[src/design/assert_macros.svh]
// Assertion helpers shared by the design files.
// GS_ASSERT expects signals named clk and rst_n in the enclosing scope; GS_ASSERT_ALWAYS expects only clk.
`ifndef ASSERT_MACROS_SVH
`define ASSERT_MACROS_SVH

// Checked on every rising edge outside of reset.
`define GS_ASSERT(name, prop, msg) \
    name: assert property (@(posedge clk) disable iff (!rst_n) prop) else $error(msg);

// Checked on every rising edge, reset included.
`define GS_ASSERT_ALWAYS(name, prop, msg) \
    name: assert property (@(posedge clk) prop) else $error(msg);

`endif

[src/design/gs1d_pkg.sv]
// ----------------------------------------------------------------------------
// gs1d_pkg
// Constants, kernel tap ROM and helper functions for the 1-D Gaussian
// smoothing block.
// ----------------------------------------------------------------------------
package gs1d_pkg;

    // Default configuration of the top level.
    localparam int DEF_SAMPLE_WIDTH = 16;
    localparam int DEF_MAX_TAPS     = 21;
    localparam int DEF_MAX_SIGMA    = 3;

    // Fixed field widths.
    localparam int SIGMA_W = 2;
    localparam int TAP_W   = 12;
    localparam int NORM_W  = 13;
    localparam int OFF_W   = 4;
    localparam int CNT_W   = 5;

    // Sequence sample counter saturates here.
    localparam logic [CNT_W-1:0] COUNT_MAX = 5'd31;

    // Largest sigma held in the tap ROM.
    localparam int ROM_SIGMAS = 3;

    // Kernel tap at a given offset from the center.
    function automatic logic [TAP_W-1:0] tap_value(input logic [SIGMA_W-1:0] sig,
                                                   input logic [OFF_W-1:0] off);
        logic [TAP_W-1:0] t;
        t = '0;
        case (sig)
            2'd1:
            begin
                case (off)
                    4'd0:    t = 12'd2981;
                    4'd1:    t = 12'd1808;
                    4'd2:    t = 12'd403;
                    4'd3:    t = 12'd33;
                    4'd4:    t = 12'd1;
                    default: t = '0;
                endcase
            end
            2'd2:
            begin
                case (off)
                    4'd0:    t = 12'd457;
                    4'd1:    t = 12'd403;
                    4'd2:    t = 12'd277;
                    4'd3:    t = 12'd148;
                    4'd4:    t = 12'd62;
                    4'd5:    t = 12'd20;
                    4'd6:    t = 12'd5;
                    4'd7:    t = 12'd1;
                    default: t = '0;
                endcase
            end
            2'd3:
            begin
                case (off)
                    4'd0:    t = 12'd259;
                    4'd1:    t = 12'd245;
                    4'd2:    t = 12'd207;
                    4'd3:    t = 12'd157;
                    4'd4:    t = 12'd106;
                    4'd5:    t = 12'd65;
                    4'd6:    t = 12'd35;
                    4'd7:    t = 12'd17;
                    4'd8:    t = 12'd7;
                    4'd9:    t = 12'd3;
                    4'd10:   t = 12'd1;
                    default: t = '0;
                endcase
            end
            default: t = '0;
        endcase
        return t;
    endfunction

    // Sum of all 2L+1 taps of a kernel.
    function automatic logic [NORM_W-1:0] tap_sum(input logic [SIGMA_W-1:0] sig);
        logic [NORM_W-1:0] s;
        case (sig)
            2'd1:    s = 13'd7471;
            2'd2:    s = 13'd2289;
            2'd3:    s = 13'd1945;
            default: s = 13'd1;
        endcase
        return s;
    endfunction

    // Largest usable sigma: bounded by the ROM, by max_sigma, and by the
    // number of taps the window can hold.
    function automatic int sigma_limit(input int max_sigma, input int max_taps);
        int s;
        s = (max_sigma < ROM_SIGMAS) ? max_sigma : ROM_SIGMAS;
        for (int n = 0; n < ROM_SIGMAS; n++)
        begin
            if (s > 1 && (6 * s + 3) > max_taps)
                s = s - 1;
        end
        return s;
    endfunction

endpackage

[src/design/gaussian_smooth_1d_top.sv]
// ----------------------------------------------------------------------------
// gaussian_smooth_1d_top
// Streaming 1-D Gaussian smoothing with replicated borders and rounded
// normalization.
// ----------------------------------------------------------------------------
// Usage:
// Samples arrive on the sample channel (sample, last) and smoothed values
// leave on the result channel (smoothed, end_of_sequence); a transfer takes
// place when valid is high and stall is low. sigma_select is to be written
// by the user through sigma_select_wr_en / sigma_select_wr_data only while
// the block is idle; the block itself does not enforce this. With half width
// L = 3*sigma + 1, output j leaves once input j+L has been taken; the input
// marked last flushes the remaining outputs, so n inputs give n outputs, the
// final one flagged by end_of_sequence.
// Each output is formed by tap accumulation through the single window memory
// read port and multiplier, then by the bit-serial divider, and is then
// loaded into the output register. No input is taken until the block is
// idle again, and an input that produces no output leaves it idle. The last
// input produces up to L+1 outputs, each formed the same way in turn.
// Reset clears the sample count and sets sigma to 1; the window memory needs
// no clearing because the first sample of a sequence stands in for all older
// entries. A stalled result is held in the output register; the next input is
// still taken, but a new result waits until the register is free.
// ----------------------------------------------------------------------------
`include "assert_macros.svh"

module gaussian_smooth_1d_top #(
    parameter int SAMPLE_WIDTH = gs1d_pkg::DEF_SAMPLE_WIDTH,
    parameter int MAX_TAPS     = gs1d_pkg::DEF_MAX_TAPS,
    parameter int MAX_SIGMA    = gs1d_pkg::DEF_MAX_SIGMA
) (
    input  logic                                  clk,
    input  logic                                  rst_n,
    input  logic                                  sigma_select_wr_en,
    input  logic [gs1d_pkg::SIGMA_W-1:0]          sigma_select_wr_data,
    input  logic                                  sample_valid,
    output logic                                  sample_stall,
    input  logic signed [SAMPLE_WIDTH-1:0]        sample,
    input  logic                                  last,
    output logic                                  result_valid,
    input  logic                                  result_stall,
    output logic signed [SAMPLE_WIDTH-1:0]        smoothed,
    output logic                                  end_of_sequence
);

    localparam int I_W     = $clog2(MAX_TAPS);
    localparam int SIG_LIM = gs1d_pkg::sigma_limit(MAX_SIGMA, MAX_TAPS);
    localparam int PROD_W  = SAMPLE_WIDTH + gs1d_pkg::TAP_W + 1;
    localparam int ACC_W   = PROD_W + 5;
    localparam int DIV_W   = ACC_W + 1;
    localparam int K_W     = $clog2(SAMPLE_WIDTH);
    localparam int SIG_W   = gs1d_pkg::SIGMA_W;
    localparam int CNT_W   = gs1d_pkg::CNT_W;
    localparam int OFF_W   = gs1d_pkg::OFF_W;

    localparam logic [SAMPLE_WIDTH-1:0] POS_MAX = {1'b0, {(SAMPLE_WIDTH-1){1'b1}}};
    localparam logic [SAMPLE_WIDTH-1:0] NEG_MIN = {1'b1, {(SAMPLE_WIDTH-1){1'b0}}};

    typedef enum logic [1:0] {ST_IDLE, ST_MAC, ST_DIV, ST_OUT} state_t;
    typedef enum logic [1:0] {SRC_MEM, SRC_FIRST, SRC_LAST} src_t;

    // Control registers.
    state_t                         state_reg, state_next;
    logic [SIG_W-1:0]               sigma_reg, sigma_next;
    logic [CNT_W-1:0]               cnt_reg, cnt_next;
    logic [I_W-1:0]                 hp_reg, hp_next;
    logic                           last_reg, last_next;
    logic [SIG_W-1:0]               sig_reg, sig_next;
    logic [I_W-1:0]                 half_reg, half_next;
    logic [I_W-1:0]                 m_reg, m_next;
    logic [I_W-1:0]                 i_reg, i_next;
    logic                           issue_done_reg, issue_done_next;
    logic                           valid_a_reg, valid_a_next;
    logic                           valid_b_reg, valid_b_next;
    logic [K_W-1:0]                 k_reg, k_next;
    logic                           result_valid_reg, result_valid_next;

    // Datapath registers.
    logic signed [SAMPLE_WIDTH-1:0] first_reg, first_next;
    logic signed [SAMPLE_WIDTH-1:0] last_x_reg, last_x_next;
    src_t                           src_a_reg, src_a_next;
    logic [gs1d_pkg::TAP_W-1:0]     tap_a_reg, tap_a_next;
    logic signed [PROD_W-1:0]       prod_reg, prod_next;
    logic signed [ACC_W-1:0]        acc_reg, acc_next;
    logic [DIV_W-1:0]               rem_reg, rem_next;
    logic [DIV_W-1:0]               dsh_reg, dsh_next;
    logic [SAMPLE_WIDTH-1:0]        q_reg, q_next;
    logic                           neg_reg, neg_next;
    logic signed [SAMPLE_WIDTH-1:0] smoothed_reg, smoothed_next;
    logic                           eos_reg, eos_next;

    // Window memory.
    logic signed [SAMPLE_WIDTH-1:0] win_mem [MAX_TAPS];
    logic signed [SAMPLE_WIDTH-1:0] rd_data_reg;
    logic                           mem_we;
    logic [I_W-1:0]                 rd_addr;

    // Helper signals.
    logic [SIG_W-1:0]               sig_eff;
    logic [I_W-1:0]                 half_eff;
    logic [CNT_W-1:0]               cnt_inc;
    logic [I_W-1:0]                 hp_inc;
    logic [I_W-1:0]                 age;
    logic [I_W-1:0]                 tap_off;
    logic [I_W:0]                   addr_wrap;
    logic signed [SAMPLE_WIDTH-1:0] x_b;
    logic [ACC_W-1:0]               acc_mag;
    logic [gs1d_pkg::NORM_W-1:0]    norm;
    logic [SAMPLE_WIDTH-1:0]        q_clamped;

    // Effective sigma and half width from the configuration register.
    always_comb
    begin
        sig_eff = (sigma_reg == '0) ? SIG_W'(1) : sigma_reg;
        if (sig_eff > SIG_W'(SIG_LIM))
            sig_eff = SIG_W'(SIG_LIM);
        half_eff = I_W'({sig_eff, 1'b0}) + I_W'(sig_eff) + I_W'(1);
    end

    assign cnt_inc = (cnt_reg < gs1d_pkg::COUNT_MAX) ? cnt_reg + CNT_W'(1) : cnt_reg;
    assign hp_inc  = (hp_reg == I_W'(MAX_TAPS - 1)) ? '0 : hp_reg + I_W'(1);

    // Window position i maps to sample age i - m once m flush copies of the
    // last sample are in front; ages past the sequence start read the first.
    assign age       = i_reg - m_reg;
    assign addr_wrap = {1'b0, hp_reg} + (I_W + 1)'(MAX_TAPS) - {1'b0, age};
    assign rd_addr   = (hp_reg >= age) ? hp_reg - age : addr_wrap[I_W-1:0];
    assign tap_off   = (i_reg > half_reg) ? i_reg - half_reg : half_reg - i_reg;

    // Sample selected for the tap now in the multiply stage.
    always_comb
    begin
        case (src_a_reg)
            SRC_MEM:   x_b = rd_data_reg;
            SRC_FIRST: x_b = first_reg;
            SRC_LAST:  x_b = last_x_reg;
            default:   x_b = first_reg;
        endcase
    end

    assign norm    = gs1d_pkg::tap_sum(sig_reg);
    assign acc_mag = (acc_reg < 0) ? ACC_W'(-acc_reg) : ACC_W'(acc_reg);

    // Saturate the rounded magnitude to the signed sample range.
    always_comb
    begin
        if (!neg_reg && q_reg > POS_MAX)
            q_clamped = POS_MAX;
        else if (neg_reg && q_reg > NEG_MIN)
            q_clamped = NEG_MIN;
        else
            q_clamped = q_reg;
    end

    // Next-state logic of the sequencer.
    always_comb
    begin
        state_next        = state_reg;
        sigma_next        = sigma_reg;
        cnt_next          = cnt_reg;
        hp_next           = hp_reg;
        last_next         = last_reg;
        sig_next          = sig_reg;
        half_next         = half_reg;
        m_next            = m_reg;
        i_next            = i_reg;
        issue_done_next   = issue_done_reg;
        valid_a_next      = 1'b0;
        valid_b_next      = 1'b0;
        k_next            = k_reg;
        result_valid_next = result_valid_reg;
        first_next        = first_reg;
        last_x_next       = last_x_reg;
        src_a_next        = src_a_reg;
        tap_a_next        = tap_a_reg;
        prod_next         = prod_reg;
        acc_next          = acc_reg;
        rem_next          = rem_reg;
        dsh_next          = dsh_reg;
        q_next            = q_reg;
        neg_next          = neg_reg;
        smoothed_next     = smoothed_reg;
        eos_next          = eos_reg;
        mem_we            = 1'b0;

        // The result register empties on a transfer.
        if (result_valid_reg && !result_stall)
            result_valid_next = 1'b0;

        if (sigma_select_wr_en)
            sigma_next = sigma_select_wr_data;

        case (state_reg)
            ST_IDLE:
            begin
                if (sample_valid)
                begin
                    mem_we      = 1'b1;
                    hp_next     = hp_inc;
                    cnt_next    = cnt_inc;
                    last_x_next = sample;
                    last_next   = last;
                    sig_next    = sig_eff;
                    half_next   = half_eff;
                    if (cnt_reg == '0)
                        first_next = sample;
                    i_next          = '0;
                    issue_done_next = 1'b0;
                    acc_next        = '0;
                    if (cnt_inc > CNT_W'(half_eff))
                    begin
                        m_next     = '0;
                        state_next = ST_MAC;
                    end
                    else if (last)
                    begin
                        m_next     = half_eff - I_W'(cnt_inc) + I_W'(1);
                        state_next = ST_MAC;
                    end
                end
            end

            ST_MAC:
            begin
                // Issue: pick the source and tap for window position i.
                if (!issue_done_reg)
                begin
                    valid_a_next = 1'b1;
                    if (i_reg < m_reg)
                        src_a_next = SRC_LAST;
                    else if (CNT_W'(age) < cnt_reg)
                        src_a_next = SRC_MEM;
                    else
                        src_a_next = SRC_FIRST;
                    tap_a_next = gs1d_pkg::tap_value(sig_reg, OFF_W'(tap_off));
                    if (i_reg == I_W'({half_reg, 1'b0}))
                        issue_done_next = 1'b1;
                    else
                        i_next = i_reg + I_W'(1);
                end
                // Multiply.
                if (valid_a_reg)
                begin
                    valid_b_next = 1'b1;
                    prod_next = PROD_W'(x_b) *
                                PROD_W'($signed({1'b0, tap_a_reg}));
                end
                // Accumulate.
                if (valid_b_reg)
                    acc_next = acc_reg + ACC_W'(prod_reg);
                // Pipeline drained: set up the rounding division.
                if (issue_done_reg && !valid_a_reg && !valid_b_reg)
                begin
                    neg_next   = acc_reg < 0;
                    rem_next   = {acc_mag, 1'b0} + DIV_W'(norm);
                    dsh_next   = DIV_W'({norm, 1'b0}) << (SAMPLE_WIDTH - 1);
                    q_next     = '0;
                    k_next     = K_W'(SAMPLE_WIDTH - 1);
                    state_next = ST_DIV;
                end
            end

            ST_DIV:
            begin
                // One quotient bit per cycle, restoring.
                if (rem_reg >= dsh_reg)
                begin
                    rem_next = rem_reg - dsh_reg;
                    q_next   = {q_reg[SAMPLE_WIDTH-2:0], 1'b1};
                end
                else
                begin
                    q_next = {q_reg[SAMPLE_WIDTH-2:0], 1'b0};
                end
                dsh_next = dsh_reg >> 1;
                k_next   = k_reg - K_W'(1);
                if (k_reg == '0)
                    state_next = ST_OUT;
            end

            ST_OUT:
            begin
                if (!result_valid_reg || !result_stall)
                begin
                    result_valid_next = 1'b1;
                    smoothed_next     = neg_reg ? -$signed(q_clamped) : $signed(q_clamped);
                    eos_next          = last_reg && (m_reg == half_reg);
                    if (last_reg && m_reg < half_reg)
                    begin
                        m_next          = m_reg + I_W'(1);
                        i_next          = '0;
                        issue_done_next = 1'b0;
                        acc_next        = '0;
                        state_next      = ST_MAC;
                    end
                    else
                    begin
                        if (last_reg)
                            cnt_next = '0;
                        state_next = ST_IDLE;
                    end
                end
            end

            default:
            begin
                state_next = ST_IDLE;
            end
        endcase
    end

    // Control state and registered outputs.
    always_ff @(posedge clk or negedge rst_n)
    begin
        if (!rst_n)
        begin
            state_reg        <= ST_IDLE;
            sigma_reg        <= SIG_W'(1);
            cnt_reg          <= '0;
            hp_reg           <= '0;
            last_reg         <= 1'b0;
            sig_reg          <= SIG_W'(1);
            half_reg         <= I_W'(4);
            m_reg            <= '0;
            i_reg            <= '0;
            issue_done_reg   <= 1'b0;
            valid_a_reg      <= 1'b0;
            valid_b_reg      <= 1'b0;
            k_reg            <= '0;
            result_valid_reg <= 1'b0;
            smoothed_reg     <= '0;
            eos_reg          <= 1'b0;
        end
        else
        begin
            state_reg        <= state_next;
            sigma_reg        <= sigma_next;
            cnt_reg          <= cnt_next;
            hp_reg           <= hp_next;
            last_reg         <= last_next;
            sig_reg          <= sig_next;
            half_reg         <= half_next;
            m_reg            <= m_next;
            i_reg            <= i_next;
            issue_done_reg   <= issue_done_next;
            valid_a_reg      <= valid_a_next;
            valid_b_reg      <= valid_b_next;
            k_reg            <= k_next;
            result_valid_reg <= result_valid_next;
            smoothed_reg     <= smoothed_next;
            eos_reg          <= eos_next;
        end
    end

    // Datapath registers.
    always_ff @(posedge clk)
    begin
        first_reg    <= first_next;
        last_x_reg   <= last_x_next;
        src_a_reg    <= src_a_next;
        tap_a_reg    <= tap_a_next;
        prod_reg     <= prod_next;
        acc_reg      <= acc_next;
        rem_reg      <= rem_next;
        dsh_reg      <= dsh_next;
        q_reg        <= q_next;
        neg_reg      <= neg_next;
    end

    // Window memory: one write port, one registered read port.
    always_ff @(posedge clk)
    begin
        if (mem_we)
            win_mem[hp_inc] <= sample;
        rd_data_reg <= win_mem[rd_addr];
    end

    assign sample_stall    = (state_reg != ST_IDLE);
    assign result_valid    = result_valid_reg;
    assign smoothed        = smoothed_reg;
    assign end_of_sequence = eos_reg;

    // Assertions.
    `GS_ASSERT(a_mac_has_samples, (state_reg == ST_MAC) |-> (cnt_reg != '0),
               "Accumulation started without a sample in the sequence")
    `GS_ASSERT(a_flush_in_range, (state_reg == ST_MAC) |-> (m_reg <= half_reg),
               "Flush shift count beyond half width")
    `GS_ASSERT(a_pipe_drained, (state_reg == ST_DIV) |-> (!valid_a_reg && !valid_b_reg),
               "Division started with taps still in flight")
    `GS_ASSERT(a_load_from_out, $rose(result_valid_reg) |-> $past(state_reg == ST_OUT),
               "Result register loaded outside the output step")
    `GS_ASSERT(a_half_nonzero, half_reg >= I_W'(4),
               "Kernel half width below its minimum")

endmodule
[config.mk]
export PLATFORM = sky130hd
export DESIGN_NAME = gaussian_smooth_1d_top
export DESIGN_NICKNAME = d
export VERILOG_FILES = /design/src/design/gs1d_pkg.sv /design/src/design/gaussian_smooth_1d_top.sv
export VERILOG_INCLUDE_DIRS = /design/src /design/src/design
export SDC_FILE = /design/constraint.sdc
export NUM_CORES = 2
export LEC_CHECK = 0
export BUFFER_PORTS_ARGS = -buffer_cell sky130_fd_sc_hd__buf_2
export CAP_MARGIN = 40
export CORE_MARGIN = 2
export CORE_UTILIZATION = 58
export DETAILED_ROUTE_END_ITERATION = 12
export PLACE_DENSITY = 0.77
export SYNTH_ARGS = -nofsm -noshare
export SYNTH_HDL_FRONTEND = slang
export SYNTH_SLANG_ARGS = --single-unit
[constraint.sdc]
create_clock -name clk -period 7.3 [get_ports clk]
set_input_delay 0.73 -clock clk [delete_from_list [all_inputs] [get_ports clk]]
set_output_delay 0.73 -clock clk [all_outputs]
set_load 0.005 [all_outputs]
# Yosys cells after proc, flatten, opt, wreduce, memory -nomap -nowiden
# Memories as Yosys holds them, arrays and structs flattened. A register that Yosys moved wholly into a read port is not among the register bits.
# Index checks and enable logic that the tools add are counted.
# Widths: inputs -> output; s select.
totals:
  reg_bits: 253
  mem_bits_rw: 336
  mem_bits_ro: 216
  input_bits: 24
  out_inout_bits: 19
  n_memories: 3
memory_table:
  columns: ["memory", "words", "word_bits", "read_ports", "rd_clocked_by_memory_dff", "wr", "line_no", "text"]
  rows:
  - ["win_mem", 21, 16, 1, 1, 1, "gaussian_smooth_1d_top.sv:93", "logic signed [SAMPLE_WIDTH-1:0] win_mem [MAX_TAPS];"]
  - ["(no name shown)", 16, 9, 1, 0, 0, "gs1d_pkg.sv:59", "case (off)"]
  - ["(no name shown)", 8, 9, 1, 0, 0, "gs1d_pkg.sv:45", "case (off)"]
classes:
  add_sub_neg: 20
  multipliers: 1
  magnitude_cmp: 12
  eq_ne: 26
  n_mux: 73
  bitwise_logic: 1
  n_reduce_logical: 37
ops:
  columns: ["op", "count"]
  rows:
  - ["$mux 34", 5]
  - ["$pmux 35 s2", 2]
  - ["$mux 35", 3]
  - ["$pmux 34 s3", 1]
  - ["$mux 5", 17]
  - ["$mux 16", 4]
  - ["$pmux 16 s2", 2]
  - ["$pmux 12 s5", 1]
  - ["$pmux 13 s3", 1]
  - ["$pmux 12 s3", 1]
  - ["$add 35x13->35", 1]
  - ["$ge 35x35->1", 1]
  - ["$sub 35x35->35", 1]
  - ["$add 34x29->34", 1]
  - ["$lt 34x1->1 const B", 1]
  - ["$neg 34->34", 1]
  - ["$mul 16x13->29", 1]
  - ["$add 5x1->5 const B", 5]
  - ["$ne 2x2->1 const B", 11]
  - ["$pmux 5 s2", 2]
  - ["$reduce_and 5->1", 4]
  - ["$sub 5x5->5", 4]
  - ["$mux 1", 19]
  - ["$gt 16x15->1 const B", 1]
  - ["40 further kinds", 80]

# Depth between registers and ports, before layout
logic_depth:
  depth_word: 12
  depth_mapped: 28
  mapped_depth_nobuf: 24

# Worst setup path after synthesis
# No wires, ideal clock.
synth_path:
  path_type: "reg2reg"
  from: "register src_a_reg[1]"
  to: "register prod_reg[27], data pin"
  setup_time_ns: 0.265
  arrival_time_ns: 6.571
  t_required_ns: 7.035
  path_slack_ns: 0.464
  stages_incl_launch_ff: 25
  path_buffers: 3
  cell_sequence: "edfxtp_1 clkbuf_1 clkbuf_1 mux2i_1 o21ai_0 clkbuf_1 and2_1 fa_1 inv_1 fa_1 inv_1 fa_1 inv_1 fa_1 fa_1 inv_1 ha_1 o2111a_1 a211o_1 a21o_1 a41oi_1 nor2_1 o41ai_1 o21ai_0 xor2_1"
synth_via:
  elab_chain_len: 3
  word_cells_on_any_way: 4
synth_rtl:
  columns: ["item", "line_no", "text"]
  rows:
  - ["start, declared", "gaussian_smooth_1d_top.sv:81", "src_t src_a_reg, src_a_next;"]
  - ["start signal, assigned", "gaussian_smooth_1d_top.sv:360", "src_a_reg <= src_a_next;"]
  - ["$eq 2x2->1 or $logic_not 2->1 (tied branches)", "gaussian_smooth_1d_top.sv:133", "case (src_a_reg)"]
  - ["$pmux 16 s2 (*)", "gaussian_smooth_1d_top.sv:133", null]
  - ["$mul 16x13->29 (*)", "gaussian_smooth_1d_top.sv:245", "prod_next = PROD_W'(x_b) *"]
  - ["end signal, assigned", "gaussian_smooth_1d_top.sv:362", "prod_reg <= prod_next;"]
  - ["end, declared", "gaussian_smooth_1d_top.sv:83", "logic signed [PROD_W-1:0] prod_reg, prod_next;"]
# Every way passes the cells marked *; elsewhere a longest branch is shown, timed or not.
# A chain may end at the register's enable or synchronous reset.

# Worst setup path in the final report
layout_path:
  from: "register src_a_reg[1]"
  to: "register prod_reg[26], data pin"
# The elaborated chain is that of the path after synthesis.

==> impl_metrics.toml <==
[run_status]
status = "complete, no violations"

[synth]
synth_top_area_share_pct = 42.0
synthCells = 3221
ys.flop_type = "edfxtp_1"
yosysSeqAreaShare_pct = 46.6
synth_top_area_cell = "edfxtp_1"
syn_nets = 3644
synth_edf_count = 526
netlist_top_cells_area = "edfxtp_1 42%, fa_1 10%, ha_1 7.0%, mux4_2 4.8%, inv_1 3.6%"
ys_ff_latch = 598
yosys_warnings = 0
avgSynthCellArea_um2 = 11.7
synth_area_mm2 = 0.0376
ys_types = 91
async_flop_share_pct = 9.36

[placed_design]
dpl.hpwl_um = 59600
dp_cells = 4072
dp_slack_ns = 0.401
place_congestion = 0.892
io_buffers = 42

[sta]
clock_skew_ns = 0.0285
final_max_slew_viol_count = 0
setup_tns_ns = 0
hold_violations = 0
setup_viol = 0
rsz0062_at_grt = "no"
finalCritPeriodShare_pct = 94.5
maxSlewHeadroom_pct = 40.6
tightest_slew_ns = 0.888
max_freq_mhz = 145
finalCriticalPeriod_ns = 6.90
setup_slack_ns = 0.400

[clock_tree]
cts_sinks = 598
postCtsSetupRepairBufs = 0
cts_made_buffers = 67
clock_path_buffers = 3
clockRootBuffer = "clkbuf_16"
insertion_delay_ns = 0.64
clkTransAtPathRegs_ns = 0.06
h-tree-depth = 3
cts_tree = "yes"

[routing]
met1_length_um = 34300
dr.first_iter.drc_count = 2292
via_per_inst = 5.98
drc = 0
wl_um = 85200
topRoutingLayerUsed = "met4"
via_count = 25081
wl_met2_um = 42900
met3_length_um = 4900
routedWlPerCell_um = 20.3
antenna_left = 0
dr.pass1.iters = 6

[grt]
gr-total-overflow = 0
grt_max_degree = 95
grt_pass1_wl_um = 138000
grtUsageTotal_pct = 25.9
antenna_found_initial = 0
grt_pass1_vias = 25811

[worst_setup_path]
path_class = "reg2reg"
critPathCaptureType = "flip-flop"
worst_ep_arrival_time_ns = 7.26
crit_fanout = 13
startpoint_type = "flip-flop"
required_ns = 7.66

[finish]
syn_to_final_growth_pct = 9.97
fin_util_pct = 64.3
largest_reg_flops = 336
nNetsFinal = 3709
fin_cells = 4196
drive_gt1_share_pct = 10.3
diodes = 0

[floorplanning]
num_rows = 93
design.die.area_mm2 = 0.0669
io_pins = 43
initial_core_util_pct = 58.5
coreArea_mm2 = 0.0643
die_w_um = 259
die_y_um = 259

[run]
drv_cap = 0

[min_path]
hold_path.class = "in2async"
worst max-delay path: stages (launching register included):
cell	delay (ns)
edfxtp_1	0.47
buf_4	0.31
mux2i_1	0.25
o21ai_0	0.12
buf_4	0.22
and2_1	0.18
fa_1	0.53
inv_1	0.07
fa_1	0.53
inv_1	0.05
fa_1	0.51
inv_1	0.05
fa_1	0.46
fa_1	0.54
inv_1	0.04
ha_1	0.33
o21a_1	0.13
o31a_1	0.13
o311ai_0	0.53
a31oi_1	0.21
o21a_1	0.23
nand4_1	0.12
a31oi_1	0.12
a21oi_1	0.24
a21oi_1	0.12
xor2_1	0.14
cell families after synthesis:
kind of cell	after synthesis	synth area share, %
compound gates	575	9.79
fa+ha+maj	399	17.0
simple gates	870	11.5
xor+xnor	166	3.88
buf+inv	476	4.80
flops	598	46.6
mux	137	6.37
area by class of cell:
cell class                 instances  area, µm²
fill                            4703      23000
multi-input combinational       2147      18400
sequential                       598      17500
clock buffer                      85       1750
inverter                         365       1370
tap                              855       1070
timing repair buffer             107        776
clock inverter                    39        499
cell usage after synthesis (56+ instances only):
cell      count
ha_1        210
o21ai_0     152
mux4_2       81
and2_1      131
inv_1       364
xnor2_1      99
fa_1        189
xor2_1       66
nand2_1     288
edfxtp_1    526
clkbuf_1     98
nor2_1      170
a21o_1       56
a21oi_1     140
path summary, 6_finish.rpt:
kind                       slack, ns            to               start  cells past startpoint
hold reg to reg                 0.47   smoothed[4]         smoothed[4]                      2
hold / removal                  0.24  smoothed[12]               rst_n                      2
setup reg to reg                0.40  prod_reg[26]        src_a_reg[1]                     25
setup / recovery                0.40  prod_reg[26]        src_a_reg[1]                     25
min in group clk                0.32  sigma_reg[1]  sigma_select_wr_en                      2
max in group asynchronous       6.57    cnt_reg[4]               rst_n                      2
through the flow:
stage	hold slack, ns	instance area, µm²
final	0.237	41400
after global routing	0.310	41400
after CTS	0.252	41400
after detailed placement	0.463	39100
after global placement	0.457	39000
after floorplan	0.434	37600
what timing repair did:
action / CTS / global route
hold buffers: 0 / 0
endpoints found under the setup margin: 0 / 2
resized for setup: 0 / 2
placed cells by master, fill, tap and decap left out, drive strengths merged, types with 41 or more instances in the layout:
master	netlist	final
a21o	56	56
o21ai	156	156
clkbuf	99	85
nor3	44	44
xnor2	99	99
nor2	170	170
mux2i	46	46
buf	12	107
mux4	81	81
nor2b	44	44
nand2b	41	41
xor2	67	67
ha	210	210
nand2	291	291
and2	131	131
dfrtp	53	53
edfxtp	526	526
inv	364	370
a21oi	140	140
fa	189	189
per-layer routing:
layer  global-route usage (%)  vias up
li1                         -    11535
met1                     32.7    12378
met2                     45.8      953
met3                     3.50      215
met4                     9.62        0
met5                        0        -
Power is left out: the tool's default activity adds up to more than one toggle a clock period on the data nets, which glitch-free logic cannot reach.
